File: src/hdl/sbca_pkg.sv
`timescale 1ns / 1ps

package sbca_pkg;

    localparam int OP_W    = 2;
    localparam int IN_W    = 32;
    localparam int TOTAL_W = 36;
    localparam int RECV_W  = 48;
    localparam int STAT_W  = 2;

    localparam logic [OP_W-1:0] OP_OVERHEAD = 2'd0;
    localparam logic [OP_W-1:0] OP_PAYLOAD  = 2'd1;
    localparam logic [OP_W-1:0] OP_CONSUME  = 2'd2;
    localparam logic [OP_W-1:0] OP_UNUSED   = 2'd3;

    localparam logic [STAT_W-1:0] STAT_OK        = 2'd0;
    localparam logic [STAT_W-1:0] STAT_OVER_READ = 2'd1;
    localparam logic [STAT_W-1:0] STAT_FULL      = 2'd2;
    localparam logic [STAT_W-1:0] STAT_ZERO      = 2'd3;

    typedef struct packed {
        logic capture;
        logic decode;
        logic walk_step;
        logic emit;
    } t_cmd;

    typedef struct packed {
        logic consume_go;
        logic walk_done;
        logic out_free;
    } t_sts;

endpackage

File: src/hdl/sbca_ctrl.sv
`timescale 1ns / 1ps

module sbca_ctrl (
    input  logic          i_clk,
    input  logic          i_rst_n,
    input  logic          i_valid,
    output logic          o_ready,
    input  sbca_pkg::t_sts i_sts,
    output sbca_pkg::t_cmd o_cmd
);

    localparam logic [2:0] S_IDLE   = 3'd0;
    localparam logic [2:0] S_DECODE = 3'd1;
    localparam logic [2:0] S_FETCH  = 3'd2;
    localparam logic [2:0] S_EVAL   = 3'd3;
    localparam logic [2:0] S_RESULT = 3'd4;

    logic [2:0] r_state;
    logic [2:0] n_state;

    assign o_ready = (r_state == S_IDLE);

    always_comb begin
        n_state       = r_state;
        o_cmd         = '0;
        case (r_state)
            S_IDLE: begin
                if (i_valid) begin
                    o_cmd.capture = 1'b1;
                    n_state       = S_DECODE;
                end
            end
            S_DECODE: begin
                o_cmd.decode = 1'b1;
                n_state      = i_sts.consume_go ? S_FETCH : S_RESULT;
            end
            S_FETCH: begin
                n_state = S_EVAL;
            end
            S_EVAL: begin
                o_cmd.walk_step = 1'b1;
                n_state         = i_sts.walk_done ? S_RESULT : S_FETCH;
            end
            S_RESULT: begin
                if (i_sts.out_free) begin
                    o_cmd.emit = 1'b1;
                    n_state    = S_IDLE;
                end
            end
            default: begin
                n_state = S_IDLE;
            end
        endcase
    end

    always_ff @(posedge i_clk) begin
        if (!i_rst_n) begin
            r_state <= S_IDLE;
        end else begin
            r_state <= n_state;
        end
    end

endmodule

File: src/hdl/sbca_dp.sv
`timescale 1ns / 1ps

module sbca_dp #(
    parameter int QUEUE_DEPTH = 16,
    parameter int LENGTH_BITS = 32
) (
    input  logic                             i_clk,
    input  logic                             i_rst_n,
    input  logic [sbca_pkg::OP_W-1:0]        i_op,
    input  logic [sbca_pkg::IN_W-1:0]        i_byte_count,
    input  sbca_pkg::t_cmd                   i_cmd,
    output sbca_pkg::t_sts                   o_sts,
    input  logic                             i_out_ready,
    output logic                             o_valid,
    output logic                             o_release_valid,
    output logic [sbca_pkg::TOTAL_W-1:0]     o_released_bytes,
    output logic [sbca_pkg::STAT_W-1:0]      o_status,
    output logic [sbca_pkg::TOTAL_W-1:0]     o_readable_bytes,
    output logic [sbca_pkg::RECV_W-1:0]      o_received_bytes
);

    localparam int LW = (LENGTH_BITS < sbca_pkg::IN_W) ? LENGTH_BITS : sbca_pkg::IN_W;
    localparam int AW = (QUEUE_DEPTH > 1) ? $clog2(QUEUE_DEPTH) : 1;
    localparam int CW = $clog2(QUEUE_DEPTH + 1);
    localparam int TW = sbca_pkg::TOTAL_W;

    logic [LW-1:0] r_mem_len [QUEUE_DEPTH];
    logic          r_mem_ovh [QUEUE_DEPTH];

    logic [sbca_pkg::OP_W-1:0]   r_op;
    logic [LW-1:0]               r_len;
    logic [AW-1:0]               r_head, n_head;
    logic [CW-1:0]               r_count, n_count;
    logic [TW-1:0]               r_readable, n_readable;
    logic [sbca_pkg::RECV_W-1:0] r_received, n_received;
    logic [LW-1:0]               r_rem;
    logic [TW-1:0]               r_rel;
    logic                        r_res_valid;
    logic [sbca_pkg::STAT_W-1:0] r_res_status;
    logic [LW-1:0]               r_rd_len;
    logic                        r_rd_ovh;
    logic                        r_out_valid;

    logic [TW-1:0] w_len36;
    logic          w_empty;
    logic          w_full;
    logic [AW:0]   w_tail_sum;
    logic [AW-1:0] w_tail;
    logic [AW-1:0] w_head_inc;
    logic [TW:0]   w_read_sum;
    logic          w_consume_ok;
    logic          w_zero;

    logic          d_push;
    logic          d_push_ovh;
    logic          d_payload;
    logic          d_valid;
    logic [sbca_pkg::STAT_W-1:0] d_status;

    logic          w_pop;
    logic          w_split;
    logic [LW-1:0] w_add_src;
    logic [TW:0]   w_rel_sum;
    logic [TW-1:0] w_rel_sat;

    logic          w_we;
    logic [AW-1:0] w_waddr;
    logic [LW-1:0] w_wlen;

    assign w_len36      = TW'(r_len);
    assign w_empty      = (r_count == '0);
    assign w_full       = (r_count >= CW'(QUEUE_DEPTH));
    assign w_tail_sum   = (AW+1)'(r_head) + (AW+1)'(r_count);
    assign w_tail       = (w_tail_sum >= (AW+1)'(QUEUE_DEPTH))
                        ? w_tail_sum[AW-1:0] - AW'(QUEUE_DEPTH)
                        : w_tail_sum[AW-1:0];
    assign w_head_inc   = (r_head == AW'(QUEUE_DEPTH - 1)) ? '0 : r_head + AW'(1);
    assign w_read_sum   = {1'b0, r_readable} + {1'b0, w_len36};
    assign w_consume_ok = (w_len36 <= r_readable);
    assign w_zero       = (r_len == '0) && (r_op != sbca_pkg::OP_UNUSED);

    always_comb begin
        d_push     = 1'b0;
        d_push_ovh = 1'b0;
        d_payload  = 1'b0;
        d_valid    = 1'b0;
        d_status   = sbca_pkg::STAT_OK;
        if (w_zero) begin
            d_status = sbca_pkg::STAT_ZERO;
        end else begin
            case (r_op)
                sbca_pkg::OP_OVERHEAD: begin
                    if (w_empty) begin
                        d_valid = 1'b1;
                    end else if (w_full) begin
                        d_status = sbca_pkg::STAT_FULL;
                    end else begin
                        d_push     = 1'b1;
                        d_push_ovh = 1'b1;
                    end
                end
                sbca_pkg::OP_PAYLOAD: begin
                    if (w_full || w_read_sum[TW]) begin
                        d_status = sbca_pkg::STAT_FULL;
                    end else begin
                        d_push    = 1'b1;
                        d_payload = 1'b1;
                    end
                end
                sbca_pkg::OP_CONSUME: begin
                    if (w_consume_ok) begin
                        d_valid = 1'b1;
                    end else begin
                        d_status = sbca_pkg::STAT_OVER_READ;
                    end
                end
                default: begin
                    d_status = sbca_pkg::STAT_OK;
                end
            endcase
        end
    end

    assign o_sts.consume_go = (r_op == sbca_pkg::OP_CONSUME) && !w_zero && w_consume_ok;
    assign o_sts.walk_done  = w_empty || (!r_rd_ovh && ((r_rem == '0) || (r_rd_len > r_rem)));
    assign o_sts.out_free   = !r_out_valid || i_out_ready;

    assign w_pop     = !w_empty && (r_rd_ovh || ((r_rem != '0) && (r_rd_len <= r_rem)));
    assign w_split   = !w_empty && !r_rd_ovh && (r_rem != '0) && (r_rd_len > r_rem);
    assign w_add_src = (r_rd_ovh || (r_rd_len <= r_rem)) ? r_rd_len : r_rem;
    assign w_rel_sum = {1'b0, r_rel} + (TW+1)'(w_add_src);
    assign w_rel_sat = w_rel_sum[TW] ? '1 : w_rel_sum[TW-1:0];

    assign w_we    = (i_cmd.decode && d_push) || (i_cmd.walk_step && w_split);
    assign w_waddr = i_cmd.decode ? w_tail : r_head;
    assign w_wlen  = i_cmd.decode ? r_len : r_rd_len - r_rem;

    always_ff @(posedge i_clk) begin
        if (w_we) begin
            r_mem_len[w_waddr] <= w_wlen;
            if (i_cmd.decode) begin
                r_mem_ovh[w_waddr] <= d_push_ovh;
            end
        end
        r_rd_len <= r_mem_len[r_head];
        r_rd_ovh <= r_mem_ovh[r_head];
    end

    always_comb begin
        n_head     = r_head;
        n_count    = r_count;
        n_readable = r_readable;
        n_received = r_received;
        if (i_cmd.decode) begin
            if (d_push) begin
                n_count = r_count + CW'(1);
            end
            if (d_payload) begin
                n_readable = w_read_sum[TW-1:0];
                n_received = r_received + sbca_pkg::RECV_W'(r_len);
            end
            if (o_sts.consume_go) begin
                n_readable = r_readable - w_len36;
            end
        end
        if (i_cmd.walk_step && w_pop) begin
            n_head  = w_head_inc;
            n_count = r_count - CW'(1);
        end
    end

    always_ff @(posedge i_clk) begin
        if (!i_rst_n) begin
            r_head      <= '0;
            r_count     <= '0;
            r_readable  <= '0;
            r_received  <= '0;
            r_out_valid <= 1'b0;
        end else begin
            r_head     <= n_head;
            r_count    <= n_count;
            r_readable <= n_readable;
            r_received <= n_received;
            if (i_cmd.emit) begin
                r_out_valid <= 1'b1;
            end else if (i_out_ready) begin
                r_out_valid <= 1'b0;
            end
        end
    end

    always_ff @(posedge i_clk) begin
        if (i_cmd.capture) begin
            r_op  <= i_op;
            r_len <= i_byte_count[LW-1:0];
        end
        if (i_cmd.decode) begin
            r_res_valid  <= d_valid;
            r_res_status <= d_status;
            r_rem        <= r_len;
            r_rel        <= (r_op == sbca_pkg::OP_OVERHEAD && d_valid) ? w_len36 : '0;
        end
        if (i_cmd.walk_step && (w_pop || w_split)) begin
            r_rel <= w_rel_sat;
            if (!r_rd_ovh) begin
                r_rem <= r_rem - w_add_src;
            end
        end
        if (i_cmd.emit) begin
            o_release_valid  <= r_res_valid;
            o_released_bytes <= r_rel;
            o_status         <= r_res_status;
            o_readable_bytes <= r_readable;
            o_received_bytes <= r_received;
        end
    end

    assign o_valid = r_out_valid;

endmodule

File: src/hdl/stream_body_consume_accounting.sv
`timescale 1ns / 1ps

// Keeps a queue of stream fragments and reports, for every input transfer, one result
// transfer with the bytes released for flow control, a status and the running totals.
// An input transfer is taken only while the block is idle; the result is held in an
// output register, so the next transfer can be taken while a result still waits.
// Overhead, payload, unused, zero-length and refused events pass from decode to the result
// state. A consume event walks the queue through a single registered memory read port, with
// a fetch and an evaluate state per entry examined, up to QUEUE_DEPTH entries. The queue
// contents are undefined after reset; only the head, count, totals and result valid flag
// are cleared.
module stream_body_consume_accounting #(
    parameter int QUEUE_DEPTH = 16,
    parameter int LENGTH_BITS = 32
) (
    input  logic                             i_clk,
    input  logic                             i_rst_n,
    input  logic                             i_valid,
    output logic                             o_ready,
    input  logic [sbca_pkg::OP_W-1:0]        i_op,
    input  logic [sbca_pkg::IN_W-1:0]        i_byte_count,
    output logic                             o_valid,
    input  logic                             i_ready,
    output logic                             o_release_valid,
    output logic [sbca_pkg::TOTAL_W-1:0]     o_released_bytes,
    output logic [sbca_pkg::STAT_W-1:0]      o_status,
    output logic [sbca_pkg::TOTAL_W-1:0]     o_readable_bytes,
    output logic [sbca_pkg::RECV_W-1:0]      o_received_bytes
);

    sbca_pkg::t_cmd w_cmd;
    sbca_pkg::t_sts w_sts;

    sbca_ctrl u_ctrl (
        .i_clk   (i_clk),
        .i_rst_n (i_rst_n),
        .i_valid (i_valid),
        .o_ready (o_ready),
        .i_sts   (w_sts),
        .o_cmd   (w_cmd)
    );

    sbca_dp #(
        .QUEUE_DEPTH (QUEUE_DEPTH),
        .LENGTH_BITS (LENGTH_BITS)
    ) u_dp (
        .i_clk            (i_clk),
        .i_rst_n          (i_rst_n),
        .i_op             (i_op),
        .i_byte_count     (i_byte_count),
        .i_cmd            (w_cmd),
        .o_sts            (w_sts),
        .i_out_ready      (i_ready),
        .o_valid          (o_valid),
        .o_release_valid  (o_release_valid),
        .o_released_bytes (o_released_bytes),
        .o_status         (o_status),
        .o_readable_bytes (o_readable_bytes),
        .o_received_bytes (o_received_bytes)
    );

endmodule

File: config.mk
export PLATFORM = sky130hd
export DESIGN_NAME = stream_body_consume_accounting
export DESIGN_NICKNAME = d
export VERILOG_FILES = /design/src/hdl/sbca_pkg.sv /design/src/hdl/sbca_ctrl.sv /design/src/hdl/sbca_dp.sv /design/src/hdl/stream_body_consume_accounting.sv
export SDC_FILE = /design/constraint.sdc
export NUM_CORES = 2
export LEC_CHECK = 0
export ABC_AREA = 0
export BUFFER_PORTS_ARGS = -buffer_cell sky130_fd_sc_hd__buf_2
export CORE_MARGIN = 5
export CORE_UTILIZATION = 55
export CTS_CLUSTER_DIAMETER = 200
export CTS_CLUSTER_SIZE = 24
export DETAILED_ROUTE_END_ITERATION = 7
export PLACE_DENSITY = 0.72
export SYNTH_ARGS = -nofsm -noshare
export SYNTH_HDL_FRONTEND = slang
export SYNTH_SLANG_ARGS = --single-unit
File: constraint.sdc
create_clock -name i_clk -period 9.5 [get_ports i_clk]
set_input_delay 0 -clock i_clk [delete_from_list [all_inputs] [get_ports i_clk]]
set_output_delay 0 -clock i_clk [all_outputs]
set_load 0.1 [all_outputs]
; ---- Word-level counts from Yosys, hierarchy flattened
; Memories as Yosys holds them, arrays and structs flattened. A register that Yosys moved wholly into a read port is not among the register bits.
; Index checks and enable logic that the tools add are counted.
[word_totals]
ram_bits = 528
n_memories = 2
input_bits = 38
regBits = 325
out_inout_bits = 125
[mem_list]
columns = memory, words, word_bits, read_ports, rd_ports_with_merged_regs, wr, line
row1 = u_dp.r_mem_len, 16, 32, 1, 1, 1, sbca_dp.sv:27  ; logic [LW-1:0] r_mem_len [QUEUE_DEPTH];
row2 = u_dp.r_mem_ovh, 16, 1, 1, 1, 1, sbca_dp.sv:28  ; logic r_mem_ovh [QUEUE_DEPTH];
[classes]
n_eq_ne = 10
magnitude_cmp = 4
muxes = 52
n_reduce_logical = 41
n_addsub = 10
[ops]
columns = op, n
row1 = 32-bit two-way mux, 6
row2 = 36-bit two-way mux, 5
row3 = 36-bit by 32-bit adder with 37-bit output, 2
row4 = 32-bit logical NOT, 2
row5 = 32-bit subtractor, 2
row6 = 48-bit by 32-bit adder with 48-bit output, 1
row7 = 32-bit by 36-bit <= comparator with 1-bit output, 1
row8 = 36-bit by 32-bit subtractor with 36-bit output, 1
row9 = 32-bit greater-than comparator, 1
row10 = 32-bit <= comparator, 1
row11 = 32-bit nonzero test, 1
row12 = 1-bit two-way mux, 25
row13 = 5-bit two-way mux, 3
row14 = 3-bit one-hot mux with 5 select lines, 1
row15 = 1-bit logical AND, 14
row16 = 3-bit two-way mux, 4
row17 = 2-bit nonzero test, 5
row18 = 1-bit logical OR, 8
row19 = 4-bit two-way mux, 2
row20 = 2-bit AND reduction, 4
row21 = "3-bit by 2-bit equality test with 1-bit output, second input constant", 2
row22 = 2-bit two-way mux, 3
row23 = 2-bit one-hot mux with 3 select lines, 1
row24 = "5-bit by 1-bit adder with 5-bit output, second input constant", 1
row25 = other kinds (16), 21

; ---- Depth between registers and ports, before layout
[logic_depth]
ltp_word = 9
mapped_depth = 28

; ---- Modules after synthesis
; A second synthesis with hierarchy kept.
[unflattened]
hier_cells = 3386
area_unflattened_um2 = 43477.9
[modules_own_cells]
columns = module, seq_area_each_um2, cells_per_inst, n_inst, area_each_um2
row1 = sbca_dp, 24923.9, 3364, 1, 43302.8
row2 = sbca_ctrl, 60.1, 22, 1, 175.2

; ---- Worst setup path after synthesis
; No wires, ideal clock.
[synth_path]
path_type = register to register
start = reg u_dp.r_rd_len[0] (read register of u_dp.r_mem_len)
end = reg u_dp.r_rel[13], data pin
path_slack_ps = 3828
stages_incl_launch_ff = 25
t_arrival_ps = 5411
n_path_buf = 2
required_ps = 9239
setup_time_ps = 261
path_cell_list = dfxtp_1 > inv_1 > ha_1 > fa_1 > nand2b_1 > nor2b_1 > o211ai_1 > nand2_1 > o221ai_2 > a221oi_1 > o21ai_1 > clkbuf_1 > mux2_2 > ha_1 > a21o_1 > a21o_1 > a21oi_1 > nor3_1 > a2111oi_0 > o21ai_1 > a31o_2 > and3_1 > clkbuf_1 > and2_1 > a221o_1
[synth_via]
elab_chain_len = 7
elab_cells_between_ends = 13
[synth_lines]
columns = element, line
row1 = start: declaration, sbca_dp.sv:40  ; logic [LW-1:0] r_rd_len;
row2 = "parallel branches: the longest is 6 deep, another holds 36-bit by 32-bit adder with 37-bit output", -
row3 = 36-bit two-way mux (*), sbca_dp.sv:203  ; if (i_cmd.walk_step && (w_pop || w_split)) begin
row4 = end signal: assignment, sbca_dp.sv:201  ; r_rel <= (r_op == sbca_pkg::OP_OVERHEAD && d_valid) ? w_len36 : '0;
row5 = end signal: assignment, sbca_dp.sv:204  ; r_rel <= w_rel_sat;
row6 = end: declaration, sbca_dp.sv:37  ; logic [TW-1:0] r_rel;
; Mark *: on every way between the ends.
; A chain may end at the register's enable or synchronous reset.

; ---- Worst setup path after layout
[layout_path]
start = reg u_dp.r_rd_len[0] (read register of u_dp.r_mem_len)
end = reg u_dp.r_rel[25], data pin
; The elaborated chain is that of the path after synthesis.

==> impl_metrics.yaml <==
status:
  status: "completed"
layout:
  drive_above_1_share: 0.1516
  num-fill-cells: 6034
  multi_input_area_um2: 17190
  stdcell_area_um2: 47220
  postLayoutCoreUtil: 0.6016
  areaGrowthSynthToFinish_pct: 9.032
  regArea_um2: 24990
  nets: 3806
clocking:
  root_buffer: "clkbuf_16"
  clock_path_buffers: 3
  clk_pin_slew_ns: 0.10
  numCtsBuffers: 42
  cts_tree: "done"
  clock_latency_ns: 0.65
  cts_sinks: 886
  h-tree-depth: 2
logic_synthesis:
  ys_seq_area_frac: 0.5769
  synth_top_cell_by_area: "edfxtp_1"
  synth-seq-cells: 886
  synthSimpleGateAreaFrac: 0.09306
  synth_top_area_share: 0.5020
  synth.most_common_cell: "edfxtp_1"
  synth.top_cells.by_count: "edfxtp_1, nand2_1, a21oi_1, nor2_1, ha_1"
  synth_compound_area_frac: 0.1107
  syn_nets: 3626
  yosysWarnings: 0
  synth_top_family_by_area: "compound AO/OA/AOI/OAI gates"
  netlist_instances: 3381
  synth-adder-area-share: 0.06119
  synth_cell_types: 81
  synth_mux_area_frac: 0.09942
  synthesis.area_um2: 43310
  synthArstFlopShare: 0
  ys_top_cells_by_area: "edfxtp_1, mux4_2, dfxtp_1"
  synthXorXnorAreaFrac: 0.02872
  synth_edf_count: 724
  syn_area_per_cell_um2: 12.81
  ys.flop_type: "edfxtp_1"
sta:
  rsz0062_at_grt: "false"
  setup_slack_ns: 2.614
  maxSlewViolCount: 0
  worst_pin_slew_ns: 1.210
  setup_tns_ns: 0
  final.setup_skew_ns: 0.03729
  min_period_over_period: 0.7248
  hold_viol: 0
  fmax_mhz: 145.2
  finalCriticalPeriod_ns: 6.886
  setup_viol: 0
  slew_headroom: 0.1882
  hold_ws_ns: 0.07806
global_routing:
  grt_use_met3: 0.03454
  grtUsageTotal: 0.2674
  gr-usage-met1: 0.3903
  grt_pass1_wl_um: 174300
  grt_pass1_vias: 27828
  grt_max_degree: 74
  grt-ovfl-total: 0
  grt.met2_usage: 0.4298
  antenna_found_initial: 3
  top_usage_layer: "met2"
die:
  coreArea_um2: 78480
  die-height_um: 290.6
  die_area_um2: 84450
  initial_utilization: 0.5518
  num_rows: 103
  die_x_um: 290.6
  ios: 163
job:
  cap_viol_max_count: 0
detailed_routing:
  post_drt_wl_per_cell_um: 25.06
  ant_nets: 0
  drtIter0Drc: 3358
  num_vias: 29191
  wirelength_um: 116400
  firstDrtPassIters: 6
  vias_per_cell: 6.283
  remaining_drc_errors: 0
power_and_ir_drop:
  power.density_nw_per_um2: 210.7
  ir_worst_vdd_v: 0.0001812
  leakage_uw: 0.01686
worst_setup_path:
  start_kind: "register"
  critPathArrivalTime_ns: 7.27
  path_class: "reg2reg"
  ff2ff_setup_slack_ns: 2.61
  required_ns: 9.89
  crit_fanout: 34
  endpoint_kind: "register"
worst_hold_path:
  hp-class: "in2reg"
placed_design:
  hpwl_um: 75140
  pre_cts_slack_ns: 2.641
  portBuffers: 162
  place_congestion: 0.9697
  dpl_cell_area_um2: 45590
-- report_power, final --
part / total (uW) / switching (uW) / internal (uW)
logic: 2920 / 1910 / 1010
registers: 4940 / 179 / 4760
clock network: 2090 / 1220 / 868
total: 9950 / 3310 / 6640
-- timing repair --
action,in CTS,in global routing
endpoints found under the setup margin,0,0
endpoints found under the hold margin,48,0
hold buffers,36,0
resized for setup,0,0
setup buffers,0,0
-- layer usage --
layer / vias up / wire length, um
li1: 13201 / -
met1: 14485 / 48530
met2: 1342 / 54720
met3: 163 / 9995
met4: 0 / 3153
met5: - / 0
-- logic make-up (layout without fill, tap and decap cells) --
group / count (synthesis) / after routing
DFF: 886 / 886
adders and majority gates: 207 / 207
other: 0 / 1
xor gates and xnor gates: 142 / 142
and+or+nand+nor: 849 / 849
buffers and inverters: 323 / 537
muxes: 220 / 220
AOI/OAI and AO/OA: 754 / 754
-- sequential cells by signal, indices dropped and copies added (netlist names), 2 cells and up --
name,count
u_dp.r_count,5
u_dp.r_head,4
u_dp.r_received,48
u_dp.o_received_bytes,48
u_dp.o_status,2
u_dp.o_readable_bytes,36
u_dp.r_rem,32
u_dp.r_res_status,2
u_dp.r_op,2
u_dp.r_readable,36
u_dp.r_rel,36
u_dp.r_rd_len,32
u_dp.o_released_bytes,36
u_dp.r_mem_len,512
u_dp.r_len,32
u_ctrl.r_state,3
u_dp.r_mem_ovh,16
-- cells in the final DEF (no fill, tap or decap), types with 11 or more instances in the layout --
master	synthesis	final
o31ai_1	24	24
buf_2	21	162
nand3b_1	11	11
mux2_2	31	31
clkbuf_16	0	42
dfxtp_1	162	158
dlygate4sd3_1	0	36
nor3_1	56	56
nand3_1	65	65
nand2_1	271	271
or3_1	15	14
edfxtp_1	724	724
o21bai_1	25	25
a211oi_1	29	29
o211ai_1	22	22
a21oi_1	218	218
and2_1	19	19
buf_4	6	80
a21o_1	57	57
o21ai_0	178	177
nor2b_1	25	25
inv_1	178	177
nand2b_1	35	35
a31oi_1	46	46
and3_1	32	31
nor3b_1	12	12
nor2_1	218	199
mux4_2	165	165
mux2i_1	24	24
nor4_1	29	29
xnor2_1	103	103
nor2_4	0	17
o21a_1	24	24
xor2_1	39	39
nand4_1	28	28
clkbuf_1	94	32
ha_1	199	199
-- layout make-up --
| class | count | share of cell area |
|---|---|---|
| flip-flops and latches | 886 | 0.5293 |
| multi-input cells | 2172 | 0.3642 |
| repair buffers | 278 | 0.03752 |
| well taps | 1050 | 0.02782 |
| clock buffers | 75 | 0.02509 |
| inverters | 181 | 0.01439 |
| clock inverters | 3 | 0.001616 |
| diodes | 1 | 0.00005300 |
-- metrics by stage --
step                cells  total power, uW
global route         4645            10390
finish               4646             9951
floorplan            3381             6952
CTS                  4645             9912
detailed placement   4531             7840
global placement     4531             7815
-- worst paths after layout --
kind / start / to / cells past startpoint
setup / recovery: u_dp.r_rd_len[0] / u_dp.r_rel[25] / 23
hold / removal: i_rst_n / u_dp.r_readable[28] / 4
setup reg to reg: u_dp.r_rd_len[0] / u_dp.r_rel[25] / 23
hold reg to reg: u_dp.r_res_status[1] / u_dp.o_status[1] / 0
-- critical path, stage by stage (launching register included) --
cell and delay, ns:
dfxtp_1 0.33, inv_1 0.05, ha_1 0.22, fa_1 0.40
nand2b_1 0.17, nor2b_1 0.15, o211ai_1 0.22, nand2_1 0.16
o221ai_2 0.31, a221oi_1 0.21, o21ai_4 0.36, buf_4 0.50
mux2_2 0.41, ha_1 0.35, a21o_1 0.18, a21o_1 0.18
a21oi_1 0.27, nor3_1 0.07, a2111oi_0 0.34, o21ai_1 0.20
a31o_2 0.32, and3_1 0.56, and2_1 0.39, a221o_1 0.27
Power figures use the tool's default switching activity.
